`src/hw/rtl/chm_pkg.sv`:
```
// Package with the shared constants of the convex hull block.
`timescale 1ns / 1ps
`default_nettype none

package chm_pkg;

    // Default capacity of the point store.
    localparam int CHM_MAX_POINTS  = 64;

    // Default width of one signed coordinate.
    localparam int CHM_COORD_WIDTH = 16;

endpackage : chm_pkg

`default_nettype wire

```
`src/hw/rtl/chm_cross.sv`:
```
// Turn test a -> b -> c by a cross product on one shared multiplier.
`timescale 1ns / 1ps
`default_nettype none

module chm_cross #(
    parameter int COORD_WIDTH = chm_pkg::CHM_COORD_WIDTH
) (
    input  wire logic                     clk,
    input  wire logic                     rst_n,
    input  wire logic                     start,
    input  wire logic [2*COORD_WIDTH-1:0] pa,
    input  wire logic [2*COORD_WIDTH-1:0] pb,
    input  wire logic [2*COORD_WIDTH-1:0] pc,
    output logic                          done,
    output logic                          right_turn
);

    localparam int W  = COORD_WIDTH;
    localparam int DW = W + 1;
    localparam int PW = 2 * DW;
    localparam int RW = PW + 1;

    logic [W-1:0] ax, ay, bx, by, cx, cy;

    logic signed [DW-1:0] d1_reg, d2_reg, d3_reg, d4_reg;
    logic signed [DW-1:0] d1_next, d2_next, d3_next, d4_next;
    logic signed [DW-1:0] mul_a, mul_b;
    logic signed [PW-1:0] mul_p;
    logic signed [PW-1:0] prod1_reg, prod2_reg;
    logic        [RW-1:0] diff;
    logic                 turn_reg;
    logic [3:0]           stage_reg;

    assign ax = pa[2*W-1:W];
    assign ay = pa[W-1:0];
    assign bx = pb[2*W-1:W];
    assign by = pb[W-1:0];
    assign cx = pc[2*W-1:W];
    assign cy = pc[W-1:0];

    // Coordinate differences, one bit wider than a coordinate.
    assign d1_next = {bx[W-1], bx} - {ax[W-1], ax};
    assign d2_next = {cy[W-1], cy} - {ay[W-1], ay};
    assign d3_next = {by[W-1], by} - {ay[W-1], ay};
    assign d4_next = {cx[W-1], cx} - {ax[W-1], ax};

    // One multiplier forms the two products in consecutive cycles.
    assign mul_a = stage_reg[1] ? d3_reg : d1_reg;
    assign mul_b = stage_reg[1] ? d4_reg : d2_reg;
    assign mul_p = mul_a * mul_b;

    // A negative cross product is a strict right turn.
    assign diff = {prod1_reg[PW-1], prod1_reg} - {prod2_reg[PW-1], prod2_reg};

    always_ff @(posedge clk or negedge rst_n)
    begin
        if (!rst_n)
        begin
            stage_reg <= '0;
        end
        else
        begin
            stage_reg <= {stage_reg[2:0], start};
        end
    end

    always_ff @(posedge clk)
    begin
        if (start)
        begin
            d1_reg <= d1_next;
            d2_reg <= d2_next;
            d3_reg <= d3_next;
            d4_reg <= d4_next;
        end
        if (stage_reg[0])
        begin
            prod1_reg <= mul_p;
        end
        if (stage_reg[1])
        begin
            prod2_reg <= mul_p;
        end
        if (stage_reg[2])
        begin
            turn_reg <= diff[RW-1];
        end
    end

    assign done       = stage_reg[3];
    assign right_turn = turn_reg;

endmodule : chm_cross

`default_nettype wire

```
`config.mk`:
```
export PLATFORM = sky130hd
export DESIGN_NAME = chm_cross
export DESIGN_NICKNAME = d
export VERILOG_FILES = /design/src/hw/rtl/chm_pkg.sv /design/src/hw/rtl/chm_cross.sv
export SDC_FILE = /design/constraint.sdc
export NUM_CORES = 1
export LEC_CHECK = 0
export BUFFER_PORTS_ARGS = -buffer_cell sky130_fd_sc_hd__buf_2
export CAP_MARGIN = 20
export CORE_AREA = 2 2 237 239
export DETAILED_ROUTE_END_ITERATION = 12
export DIE_AREA = 0 0 239 241
export SYNTH_ARGS = -nofsm -noshare
export SYNTH_HDL_FRONTEND = slang
export SYNTH_SLANG_ARGS = --single-unit
```
`constraint.sdc`:
```
create_clock -name clk -period 23.9 [get_ports clk]
set_clock_uncertainty 0.15 [all_clocks]
set_input_delay 2.39 -clock clk [delete_from_list [all_inputs] [get_ports clk]]
set_output_delay 2.39 -clock clk [all_outputs]
set_load 0.01 [all_outputs]
```
==> results.json <==
{
  "dieHeight_um": 241,
  "rows": 86,
  "cts_sinks": 141,
  "ant_nets": 0,
  "final_core_util_pct": 38.51,
  "slowest_stage": "fa_1",
  "endpoint_kind": "flip-flop",
  "whs_ps": 234.9,
  "cts-resized-gates": 0,
  "cp_cell_sequence": "buf_4 > mux2i_1 > or2_2 > inv_1 > ha_1 > fa_1 > inv_1 > fa_1 > inv_1 > fa_1 > inv_1 > fa_1 > inv_1 > ha_1 > a21oi_1 > o21bai_1 > a21oi_1 > o21ai_0 > a211oi_2 > nand3_1 > a31oi_1 > xnor2_1",
  "drc": 0,
  "grt_pass1_vias": 14736,
  "finalSetupTns_ps": 0,
  "setup_viol": 0,
  "synth_ff_type": "edfxtp_1",
  "drv_slew": 0,
  "ys.warnings.count": 0,
  "final_layout_size_suffix_gt1_share_pct": 9.897,
  "fin_crit_ps": 8377,
  "start_util_pct": 34.82,
  "synth_seq_cells": 141,
  "die_area_mm2": 0.05760,
  "crit_fanout": 59,
  "fillers": 5447,
  "relSlewSlack_pct": 23.89,
  "yosysSeqAreaShare_pct": 22.05,
  "syn_to_final_growth_pct": 10.62,
  "period_share_pct": 35.05,
  "clockRootBuffer": "clkbuf_16",
  "required_ps": 23910,
  "syn_nets": 2496,
  "core_area_mm2": 0.05488,
  "fin_nets": 2609,
  "syn_area_per_cell_um2": 9.978,
  "hp-class": "flip-flop to flip-flop",
  "vias": 13404,
  "die_x_um": 239,
  "drtPass1Iterations": 5,
  "cts_htree_levels": 4,
  "grt_pass1_wl_mm": 76.71,
  "cts_tree": "yes",
  "cp.arrival_ps": 8390,
  "antenna_found_initial": 0,
  "wl_per_cell_um": 17.01,
  "tightest_slew_ps": 1110,
  "cpPeakStageDelay_ps": 930,
  "syn_inst": 1915,
  "cts_buffers": 17,
  "critPathLaunchType": "flip-flop",
  "place_hpwl_mm": 38.79,
  "synth_top_area_cell": "fa_1",
  "post-cts-setup-buffers": 0,
  "synthArstFlopShare_pct": 2.837,
  "ys_types": 67,
  "grt_use_met1_pct": 21.74,
  "max_freq_mhz": 119.4,
  "path_clk_slew_ps": 60,
  "ios": 101,
  "overflow": 0,
  "synth-edff-count": 137,
  "outcome": "complete, no violations",
  "viasPerCell": 4.883,
  "grtUsageMet2_pct": 29.91,
  "drtIter0Drc": 636,
  "most-common-layout-cells": "inv_1, fa_1, nor2_1",
  "cap_violations": 0,
  "wl_mm": 46.69,
  "grt_use_total_pct": 17.20,
  "clkLatencyLatePin_ps": 440,
  "place_congestion": 0.8905,
  "grt_max_degree": 70,
  "use_met3_pct": 2.711,
  "grt-busiest-layer": "met2",
  "synth.top_cells.by_area": "fa_1, edfxtp_1, ha_1",
  "rsz0062_at_grt": "no",
  "max-clock-path-buffers": 2,
  "io_buffers": 100,
  "crit_top_cell": "inv_1",
  "hold_buffers": 0,
  "crit_type": "flip-flop to flip-flop",
  "n_antenna_cell": 0,
  "final_common_cell": "inv_1",
  "synth_area_mm2": 0.01911,
  "finalHoldViolations": 0,
  "synth_top_area_share_pct": 31.43
}
synth_stat cells, types with 13 or more instances:
cell type  number
fa_1          300
nor2b_1        21
a21o_1         28
xnor2_1        68
ha_1          182
mux2i_1        31
edfxtp_1      137
o21ai_0        32
nand2b_1       16
nor3_1         13
xor2_1         16
mux2_2         28
nor2_1        204
a21oi_1        68
inv_1         433
nand2_1       148
o21a_1         26
clkbuf_1       23
final timing paths:
check                             startpoint  cells after the start  slack (ps)             to
worst max-delay path            stage_reg[1]                     22       15520  prod1_reg[32]
worst min-delay path            stage_reg[2]                      0         230   stage_reg[3]
worst max register to register  stage_reg[1]                     22       15520  prod1_reg[32]
worst min register to register  stage_reg[2]                      0         230   stage_reg[3]
max in group asynchronous              rst_n                      1       21830   stage_reg[1]
min in group asynchronous              rst_n                      1        1610   stage_reg[3]
layer usage:
layer / vias up / wire length, um
met5: - / 0
met4: 0 / 1409
met3: 81 / 2148
met2: 324 / 22620
met1: 6702 / 20500
li1: 6297 / -
worst max-delay path: cells and delay by family, from the launching register on:
kind	cells	cell delay, ps
adder cells (fa/ha/maj)	6	3250
AO/OA/AOI/OAI	6	1410
buffers and inverters	6	1200
flip-flops	1	750
multiplexers	1	730
AND/OR/NAND/NOR	2	410
XOR/XNOR	1	140
cell families after synthesis:
logic type | after synthesis | share of synthesized area, %
flops | 141 | 22.05
compound gates | 231 | 8.048
buf+inv | 461 | 9.089
fa+ha+maj | 482 | 43.35
simple gates | 457 | 10.33
xor+xnor | 84 | 3.850
mux | 59 | 3.274
area by class of cell:
type	count	area, um2	area share, %
clock buffer	18	429.2	2.031
multi-input combinational	1313	13160	62.25
inverter	433	1625	7.690
tap	704	880.8	4.168
timing repair buffer	122	665.6	3.149
clock inverter	14	160.2	0.7578
sequential	141	4218	19.96
through the flow:
stage | std cells | cell area, um2 | worst slack [ps]
floorplan | 1915 | 19110 | 16040
global placement | 2710 | 20520 | 15550
detailed placement | 2711 | 20530 | 15510
CTS | 2743 | 21120 | 15490
global route | 2745 | 21140 | 14950
finish | 2745 | 21140 | 15520
Power is left out: the tool's default activity adds up to more than one toggle a clock period on the data nets, which glitch-free logic cannot reach.
